==> config.mk <==
export PLATFORM = sky130hd
export DESIGN_NAME = mfek_ctrl
export DESIGN_NICKNAME = d
export VERILOG_FILES = /design/src/hw/rtl/assert_macros.svh /design/src/hw/rtl/mfek_pkg.sv /design/src/hw/rtl/mfek_ctrl.sv
export SDC_FILE = /design/constraint.sdc
export NUM_CORES = 1
export LEC_CHECK = 0
export ABC_AREA = 1
export ABC_CLOCK_PERIOD_IN_PS = 1300
export BUFFER_PORTS_ARGS = -buffer_cell sky130_fd_sc_hd__buf_2
export CAP_MARGIN = 15
export CELL_PAD_IN_SITES_DETAIL_PLACEMENT = 1
export CELL_PAD_IN_SITES_GLOBAL_PLACEMENT = 2
export CORE_MARGIN = 1
export CORE_UTILIZATION = 23
export CTS_CLUSTER_DIAMETER = 150
export CTS_CLUSTER_SIZE = 16
export DETAILED_ROUTE_END_ITERATION = 12
export GPL_ROUTABILITY_DRIVEN = 0
export HOLD_SLACK_MARGIN = 0.08
export MAX_ROUTING_LAYER = met4
export PLACE_DENSITY_LB_ADDON = 0.08
export SKIP_LAST_GASP = 1
export SLEW_MARGIN = 30
export SYNTH_ARGS = -nofsm -noshare
export SYNTH_HDL_FRONTEND = slang
export SYNTH_SLANG_ARGS = --single-unit
==> constraint.sdc <==
create_clock -name clock -period 1.3 [get_ports clock]
set_input_delay 0.195 -clock clock [delete_from_list [all_inputs] [get_ports clock]]
set_output_delay 0.195 -clock clock [all_outputs]
set_load 0.1 [all_outputs]
==> src/hw/rtl/assert_macros.svh <==
// Assertion macros shared by the RTL files of the max-flow block.
// No dependencies; included by files that carry concurrent assertions.
`ifndef ASSERT_MACROS_SVH
`define ASSERT_MACROS_SVH

// Combinational property that must hold at every clock edge outside reset.
`define ASSERT_NEVER(lbl, clk, rst, expr, msg) \
   lbl: assert property (@(posedge clk) disable iff (rst) !(expr)) else $error(msg);

// Implication on the next cycle, checked outside reset.
`define ASSERT_NEXT(lbl, clk, rst, ante, cons, msg) \
   lbl: assert property (@(posedge clk) disable iff (rst) (ante) |=> (cons)) else $error(msg);

// Implication on the next cycle, checked during reset as well.
`define ASSERT_NEXT_ALWAYS(lbl, clk, ante, cons, msg) \
   lbl: assert property (@(posedge clk) (ante) |=> (cons)) else $error(msg);

`endif

==> src/hw/rtl/mfek_pkg.sv <==
// Package for the max-flow block: default sizes, field widths, constants,
// controller state and command encodings and the status bundle. No dependencies.
package mfek_pkg;

   localparam int DEF_MAX_NODES = 512;
   localparam int DEF_MAX_EDGES = 1024;

   localparam int NODE_FIELD_W = 10;
   localparam int CAP_W        = 30;
   localparam int FLOW_W       = 40;

   localparam logic [CAP_W-1:0]  CAP_LIMIT = 30'd1000000000;
   localparam logic [FLOW_W-1:0] FLOW_MAX  = 40'hFF_FFFF_FFFF;
   localparam logic [NODE_FIELD_W-1:0] NODE_COUNT_RESET = 10'd2;

   // Datapath operations issued by the controller, one per cycle.
   typedef enum logic [4:0] {
      OP_IDLE,
      OP_CLR_LIST,
      OP_TAKE,
      OP_LINK_A,
      OP_LINK_B,
      OP_CLR_VIS,
      OP_POP,
      OP_SINK_RD,
      OP_HEAD,
      OP_FIRST,
      OP_EDGE,
      OP_VISIT,
      OP_PATH_INIT,
      OP_PATH_INIT2,
      OP_PAR_RD,
      OP_CAP_RD,
      OP_MIN,
      OP_AUG,
      OP_ADD
   } op_type;

   typedef enum logic [4:0] {
      ST_CLR_LIST,
      ST_LOAD,
      ST_LINK_A,
      ST_LINK_B,
      ST_CLR_VIS,
      ST_POP,
      ST_HEAD,
      ST_FIRST,
      ST_EDGE,
      ST_VISIT,
      ST_CHECK,
      ST_MIN_INIT,
      ST_MIN_PAR,
      ST_MIN_CAP,
      ST_MIN_STEP,
      ST_AUG_INIT,
      ST_AUG_PAR,
      ST_AUG_CAP,
      ST_AUG_STEP,
      ST_ADD,
      ST_OUT
   } state_type;

   typedef struct packed {
      op_type op;
   } cmd_type;

   typedef struct packed {
      logic take_ok;
      logic req_last;
      logic item_last;
      logic clr_last;
      logic vis_last;
      logic q_empty;
      logic first_end;
      logic next_end;
      logic sink_seen;
      logic path_done;
   } status_type;

endpackage

==> src/hw/rtl/mfek_ctrl.sv <==
// Controller state machine of the max-flow block: sequences loading,
// breadth-first search, augmentation and result delivery. Uses mfek_pkg.
module mfek_ctrl
   import mfek_pkg::*;
(
   input  logic       clock,
   input  logic       reset,
   input  logic       req_valid,
   output logic       req_ready,
   output logic       rsp_valid,
   input  logic       rsp_ready,
   input  status_type status,
   output cmd_type    cmd
);

   state_type state_ff, state_in;

   // State register.
   always_ff @(posedge clock) begin
      if (reset) begin
         state_ff <= ST_CLR_LIST;
      end else begin
         state_ff <= state_in;
      end
   end

   // Next state and commands.
   always_comb begin
      state_in  = state_ff;
      cmd.op    = OP_IDLE;
      req_ready = 1'b0;
      rsp_valid = 1'b0;
      case (state_ff)
         ST_CLR_LIST: begin
            cmd.op = OP_CLR_LIST;
            if (status.clr_last) state_in = ST_LOAD;
         end
         ST_LOAD: begin
            req_ready = 1'b1;
            if (req_valid) begin
               cmd.op = OP_TAKE;
               if (status.take_ok) state_in = ST_LINK_A;
               else if (status.req_last) state_in = ST_CLR_VIS;
            end
         end
         ST_LINK_A: begin
            cmd.op   = OP_LINK_A;
            state_in = ST_LINK_B;
         end
         ST_LINK_B: begin
            cmd.op   = OP_LINK_B;
            state_in = status.item_last ? ST_CLR_VIS : ST_LOAD;
         end
         ST_CLR_VIS: begin
            cmd.op = OP_CLR_VIS;
            if (status.vis_last) state_in = ST_POP;
         end
         ST_POP: begin
            if (status.q_empty) begin
               cmd.op   = OP_SINK_RD;
               state_in = ST_CHECK;
            end else begin
               cmd.op   = OP_POP;
               state_in = ST_HEAD;
            end
         end
         ST_HEAD: begin
            cmd.op   = OP_HEAD;
            state_in = ST_FIRST;
         end
         ST_FIRST: begin
            cmd.op   = OP_FIRST;
            state_in = status.first_end ? ST_POP : ST_EDGE;
         end
         ST_EDGE: begin
            cmd.op   = OP_EDGE;
            state_in = ST_VISIT;
         end
         ST_VISIT: begin
            cmd.op   = OP_VISIT;
            state_in = status.next_end ? ST_POP : ST_EDGE;
         end
         ST_CHECK: begin
            state_in = status.sink_seen ? ST_MIN_INIT : ST_OUT;
         end
         ST_MIN_INIT: begin
            cmd.op   = OP_PATH_INIT;
            state_in = ST_MIN_PAR;
         end
         ST_MIN_PAR: begin
            if (status.path_done) begin
               state_in = ST_AUG_INIT;
            end else begin
               cmd.op   = OP_PAR_RD;
               state_in = ST_MIN_CAP;
            end
         end
         ST_MIN_CAP: begin
            cmd.op   = OP_CAP_RD;
            state_in = ST_MIN_STEP;
         end
         ST_MIN_STEP: begin
            cmd.op   = OP_MIN;
            state_in = ST_MIN_PAR;
         end
         ST_AUG_INIT: begin
            cmd.op   = OP_PATH_INIT2;
            state_in = ST_AUG_PAR;
         end
         ST_AUG_PAR: begin
            if (status.path_done) begin
               state_in = ST_ADD;
            end else begin
               cmd.op   = OP_PAR_RD;
               state_in = ST_AUG_CAP;
            end
         end
         ST_AUG_CAP: begin
            cmd.op   = OP_CAP_RD;
            state_in = ST_AUG_STEP;
         end
         ST_AUG_STEP: begin
            cmd.op   = OP_AUG;
            state_in = ST_AUG_PAR;
         end
         ST_ADD: begin
            cmd.op   = OP_ADD;
            state_in = ST_CLR_VIS;
         end
         ST_OUT: begin
            rsp_valid = 1'b1;
            if (rsp_ready) state_in = ST_CLR_LIST;
         end
         default: begin
            state_in = ST_CLR_LIST;
         end
      endcase
   end

endmodule

==> flow_summary.json, run 1 <==
{
  "setup_ws_ns": -0.484,
  "clockRootBuffer": "clkbuf_4",
  "syn_area_um2": 683,
  "cts_tree": "done",
  "fin_skew_ns": 0.00809,
  "cts_made_buffers": 3,
  "clkSlewWorstSetupHoldPaths_ns": 0.05,
  "path_max_fanout": 6,
  "cp-startpoint": "state_ff[0]$_SDFFE_PP0P_",
  "tns_ns": -3.52,
  "antenna_found_initial": 0,
  "drtPass1Iterations": 4,
  "fill_cells": 356,
  "dp_hpwl_um": 2630,
  "vias": 1129,
  "synth-adder-area-share_pct": 0,
  "regMostFlops": "state_ff",
  "cp.required_ns": 1.11,
  "relSlewSlack_pct": 79.3,
  "p_leak_nw": 0.841,
  "power.density_mw_per_mm2": 1500,
  "routedWlPerCell_um": 16.3,
  "core-area_mm2": 0.00278,
  "grt_util_all_layers_pct": 22.5,
  "peakVddDrop_mv": 1.79,
  "diodes": 0,
  "multi_input_area_um2": 746,
  "reg2reg_from": "state_ff[3]$_SDFFE_PP0P_",
  "pin_count": 21,
  "syn_inst": 133,
  "dr_wl_met2_um": 2110,
  "first_global_vias": 1156,
  "grt_first_pass_wirelength_um": 5330,
  "initial_core_util_pct": 24.6,
  "fp-row-count": 19,
  "area_growth_pct": 139,
  "clock-sinks": 5,
  "nNetsFinal": 219,
  "ys_ff_latch": 5,
  "die_area_mm2": 0.00319,
  "cp-start-kind": "register",
  "run_status": "finished, violations left",
  "htree_num_levels": 1,
  "yosys.cell_types.count": 22,
  "synth_compound_area_share_pct": 14.7,
  "drc": 0,
  "postRouteAntennaNets": 0,
  "drt_wl_total_um": 3830,
  "critPathArrivalTime_ns": 1.59,
  "routed-wl-met3_um": 98,
  "max-cap-violations": 0,
  "grt_max_degree": 7,
  "placement.io_buffers": 20,
  "rsz0062_at_grt": "true",
  "topRoutingLayerUsed": "met4",
  "synthMuxAreaShare_pct": 0,
  "yosysSeqAreaShare_pct": 14.7,
  "drive_gt1_share_pct": 68.1,
  "fin_util_pct": 58.8,
  "period_share_pct": 137,
  "worstSetupPathType": "reg2out",
  "synth_top_family_by_area": "simple AND/OR/NAND/NOR gates",
  "drtIter0Drc": 13,
  "violations": "negative setup slack",
  "min-delay-start": "reset",
  "maxSlewViolCount": 0,
  "top_regs": "state_ff (5)",
  "syn_avg_cell_area_um2": 5.14,
  "yosys.area.top_type": "nand2_1",
  "hold_viol_final": 0,
  "yosysWarnings": 0,
  "die_w_um": 56.5,
  "final.min_clock_period_ns": 1.78,
  "clk_latency_ns": 0.24,
  "largest_register_ffs": 5,
  "fin_cells": 235,
  "synthSimpleGateAreaFrac_pct": 55.9,
  "grt_overflow": 0,
  "synth_top_area_share_pct": 18.1,
  "worstMarginPinSlew_ns": 0.309,
  "dp.cells": 218,
  "synth_xor_area_share_pct": 0,
  "syn_nets": 147,
  "hold_buffers": 0,
  "endpoint_kind": "output pin",
  "synthTopCellsByArea": "nand2_1, dfxtp_1, inv_1",
  "max_freq_ghz": 0.561,
  "clockBufferDepth": 2,
  "fp.dieH_um": 56.5,
  "wl_met1_um": 1600,
  "holdCritPathClass": "in2reg",
  "viasPerCell": 4.80,
  "setup_viol": 12,
  "regArea_um2": 119
}
-- worst max-delay path, stage by stage, from the launching register on --
cell     delay, ns
dfxtp_4       0.41
nand2_2       0.09
nor2_4        0.19
nand2_1       0.12
inv_1         0.13
nor2_1        0.08
nand4_1       0.13
buf_12        0.19
-- logic make-up after synthesis --
kind of cell / Yosys count
flops: 5
simple gates: 84
compound gates: 17
buf+inv: 27
-- synthesized netlist by cell type --
master    number
o22ai_1        1
nor2_4         2
nand2_2        2
nor4_1         1
nand2_1       33
dfxtp_1        5
a21oi_2        1
nand3_2        1
a21oi_1        5
nand4_1        3
nor2_2         3
inv_1         24
o21ai_1        3
o21ai_2        1
a31o_2         1
o21ai_0        4
nor3b_1        1
nor2_1        23
nor3_1         2
inv_2          3
nand3_1       13
a211oi_1       1
-- cells in the final DEF (no fill, tap or decap), drive strengths merged --
master  instances
dfxtp           5
nor2           28
a21oi           6
o21ai           8
nand4           3
o22ai           1
buf            67
a31o            1
inv            27
nor3            2
nand2          35
clkbuf          4
nand3          14
a211oi          1
nor3b           1
nor4            1
-- stage by stage --
| step | hold slack [ns] | area (um^2) | worst slack (ns) | power, mW |
|---|---|---|---|---|
| 3_5_place_dp | 0.421 | 1290 | -0.311 | 1.94 |
| 3_3_place_gp | 0.417 | 1290 | -0.269 | 1.92 |
| 6_report | 0.164 | 1640 | -0.484 | 2.46 |
| 5_1_grt | 0.171 | 1640 | -0.542 | 2.58 |
| 4_1_cts | 0.160 | 1460 | -0.467 | 2.24 |
| 2_1_floorplan | 0.248 | 788 | -0.647 | 1.28 |
-- path summary, 6_finish.rpt --
check	endpoint	slack (ns)	cells past startpoint
min	state_ff[0]$_SDFFE_PP0P_	0.16	2
max	cmd[3]	-0.48	7
max reg2reg	state_ff[2]$_SDFFE_PP0P_	-0.21	11
min reg2reg	state_ff[0]$_SDFFE_PP0P_	0.59	2
-- routing by layer --
layer / track usage [%] / vias up
met4: 4.18 / 0
met2: 41.3 / 17
met3: 1.84 / 2
li1: - / 566
met5: - / -
met1: 26.6 / 544
-- where the power goes --
group          total (mW)  switching [mW]  internal (mW)
Clock               0.179          0.0627          0.116
Sequential          0.262          0.0713          0.190
Combinational        2.02            1.17          0.842
-- area by class of cell --
cell class                 count  area share (%)
clock buffer                   4            1.61
inverter                      27            7.12
multi-input combinational    101            45.6
sequential                     5            7.27
tap                           31            2.37
timing repair buffer          67            36.0
-- repair_timing --
item / 4_1_cts / 5_1_grt
endpoints found under the setup margin: 12 / 12
buffers inserted: 9 / 6
cloned: 0 / 0
gates resized for setup: 17 / 40
pin swaps: 6 / 15
Power figures use the tool's default switching activity.
==> run 2, diff against run 1 <==
Settings changed: ABC_AREA 1 to not set, CORE_UTILIZATION 23 to 28.
==> run 2 against run 1 <==
Effect of this change: the run still ends with negative setup slack left; area after synthesis up 21%; fmax down 2.5%; sequential share of layout area down 1.1 points; clock-buffer cell count unchanged; wire length up 38%; global-route usage up 6.6 points; worst setup slack worse by 0.046 ns; combinational power up 9.9%; sequential cell count unchanged; die area down 0.39%; sequential power down 8.8%; critical endpoint is now cmd[2]; largest cell class unchanged; largest power group unchanged.
==> flow_summary.json, run 2 <==
{
  "run_status": "finished, violations left",
  "violations": "negative setup slack",
  "drc": 0,
  "endpoint_kind": "output pin",
  "grt_max_degree": 12,
  "critPathArrivalTime_ns": 1.63,
  "worstSetupPathType": "reg2out",
  "drtPass1Iterations": 4,
  "ys_ff_latch": 5,
  "syn_avg_cell_area_um2": 7.02,
  "routedWlPerCell_um": 23.6,
  "setup_viol": 12,
  "yosys.cell_types.count": 46,
  "placement.io_buffers": 20,
  "first_global_vias": 1375,
  "peakVddDrop_mv": 1.49,
  "yosysWarnings": 0,
  "period_share_pct": 141,
  "drtIter0Drc": 64,
  "clkSlewWorstSetupHoldPaths_ns": 0.05,
  "area_growth_pct": 127,
  "maxSlewViolCount": 0,
  "synth_async_sr_flop_share_pct": 0,
  "largest_register_ffs": 5,
  "vias": 1332,
  "syn_inst": 118,
  "yosysSeqAreaShare_pct": 12.1,
  "max_freq_ghz": 0.547,
  "synthTopCellsByCount": "nor2_1, buf_2, nand2b_1, nand3b_1",
  "final.min_clock_period_ns": 1.83,
  "clockBufferDepth": 2,
  "synth_top_area_share_pct": 12.1,
  "rsz0062_at_grt": "true",
  "fin_util_pct": 67.6,
  "regArea_um2": 116,
  "grt_util_all_layers_pct": 29.1,
  "grt_first_pass_wirelength_um": 6890,
  "p_leak_nw": 0.743,
  "die_w_um": 56.4,
  "placed_cell_area_mm2": 0.00147,
  "cp.required_ns": 1.11,
  "htree_num_levels": 1,
  "pin_count": 21,
  "dp_hpwl_um": 2990,
  "fp-row-count": 19,
  "top_regs": "state_ff (5)",
  "path_max_fanout": 8,
  "drt_wl_total_um": 5290,
  "power.density_mw_per_mm2": 1410,
  "diodes": 0,
  "layout_common_cells": "buf_4, buf_2, buf_12",
  "grt_overflow": 0,
  "synth_top_flop_cell": "dfxtp_1",
  "clock-sinks": 5,
  "antenna_found_initial": 0,
  "fp.dieH_um": 56.4,
  "final_common_cell": "buf_4",
  "clockRootBuffer": "clkbuf_4",
  "synth_edf_count": 0,
  "whs_ns": 0.200,
  "clk_latency_ns": 0.25,
  "viasPerCell": 5.95,
  "initial_core_util_pct": 29.8,
  "max-cap-violations": 0,
  "multi_input_area_um2": 912,
  "cts_tree": "done",
  "yosys.cell_count.top_type": "nor2_1",
  "die_area_mm2": 0.00318,
  "post-place-ws_ns": -0.379,
  "cts_made_buffers": 3,
  "worstMarginPinSlew_ns": 0.391,
  "power_mw": 2.65,
  "syn_area_um2": 828,
  "final_area_mm2": 0.00188,
  "setup_ws_ns": -0.529,
  "fin_skew_ns": 0.00730,
  "holdCritPathClass": "in2reg",
  "syn_nets": 132,
  "yosys.area.top_type": "dfxtp_1",
  "nNetsFinal": 208,
  "synthTopCellsByArea": "dfxtp_1, nand3b_1, nor2_1",
  "postRouteAntennaNets": 0,
  "fill_cells": 306,
  "cp-start-kind": "register",
  "hold_viol_final": 0,
  "drive_gt1_share_pct": 67.9,
  "core-area_mm2": 0.00278,
  "regMostFlops": "state_ff",
  "relSlewSlack_pct": 73.8
}
## run 2: cell types whose count changed after synthesis, sizes merged, moves of 3 or more
cell / previous run / this run
a21boi: 0 / 4
a31oi: 0 / 4
buf: 0 / 11
inv: 27 / 4
nand2: 35 / 4
nand2b: 0 / 7
nand3: 14 / 4
nand3b: 0 / 6
nand4: 3 / 0
nor2: 28 / 12
nor2b: 0 / 5
o211ai: 0 / 3
o22ai: 1 / 4
## run 2: per-layer routing
layer	up-vias	track usage, %	share of wire [%]
li1	601	-	-
met1	657	34.2	42
met2	59	51.9	51
met3	15	2.76	3.7
met4	0	9.41	2.7
met5	-	-	0
## run 2: worst max-delay path, stage by stage (launching register included)
cell and delay [ns]:
dfxtp_4 0.41, buf_6 0.17, nand2b_1 0.10, a21boi_2 0.19, o32ai_4 0.30, buf_12 0.21
## run 2: timing repair
action                     4_1_cts  5_1_grt
pin swaps                       20       20
hold buffers                     0        0
gates resized for setup         33       23
cloned                           0        1
hold endpoints to repair         0        0
setup endpoints to repair       12       12
setup buffers                    9        9
## run 2: kinds of logic (layout without fill, tap and decap cells)
family                     count (synthesis)  in the layout  synth area share (%)
AOI/OAI and AO/OA                         45             45                  40.3
xor gates and xnor gates                   1              1                  1.06
adders and majority gates                  1              1                  1.21
buffers and inverters                     16             91                  10.6
DFF                                        5              5                  12.1
and+or+nand+nor                           50             50                  34.7
## run 2: per-stage QoR
step           TNS [ns]  instances
2_1_floorplan     -2.33        118
3_3_place_gp      -2.56        204
3_5_place_dp      -2.98        204
4_1_cts           -4.06        216
5_1_grt           -5.36        224
6_report          -4.76        224
## run 2: path summary, 6_finish.rpt
check	startpoint	endpoint	slack, ns	depth (start not counted)
max reg2reg	state_ff[1]$_SDFFE_PP0P_	state_ff[0]$_SDFFE_PP0P_	-0.38	8
max	state_ff[1]$_SDFFE_PP0P_	cmd[2]	-0.53	5
min	reset	state_ff[3]$_SDFFE_PP0P_	0.20	2
min reg2reg	state_ff[4]$_SDFFE_PP0P_	state_ff[1]$_SDFFE_PP0P_	0.73	3
## run 2: area by class of cell
type,count,share of cell area [%]
repair buffers,83,40.8
well taps,31,2.06
flip-flops and latches,5,6.19
clock buffers,4,1.40
multi-input cells,97,48.5
inverters,4,0.999
## run 2: report_power, final
group | switching (mW) | total [mW] | internal (mW)
sequential | 0.0575 | 0.239 | 0.181
clock | 0.0778 | 0.195 | 0.117
combinational | 1.22 | 2.22 | 0.996
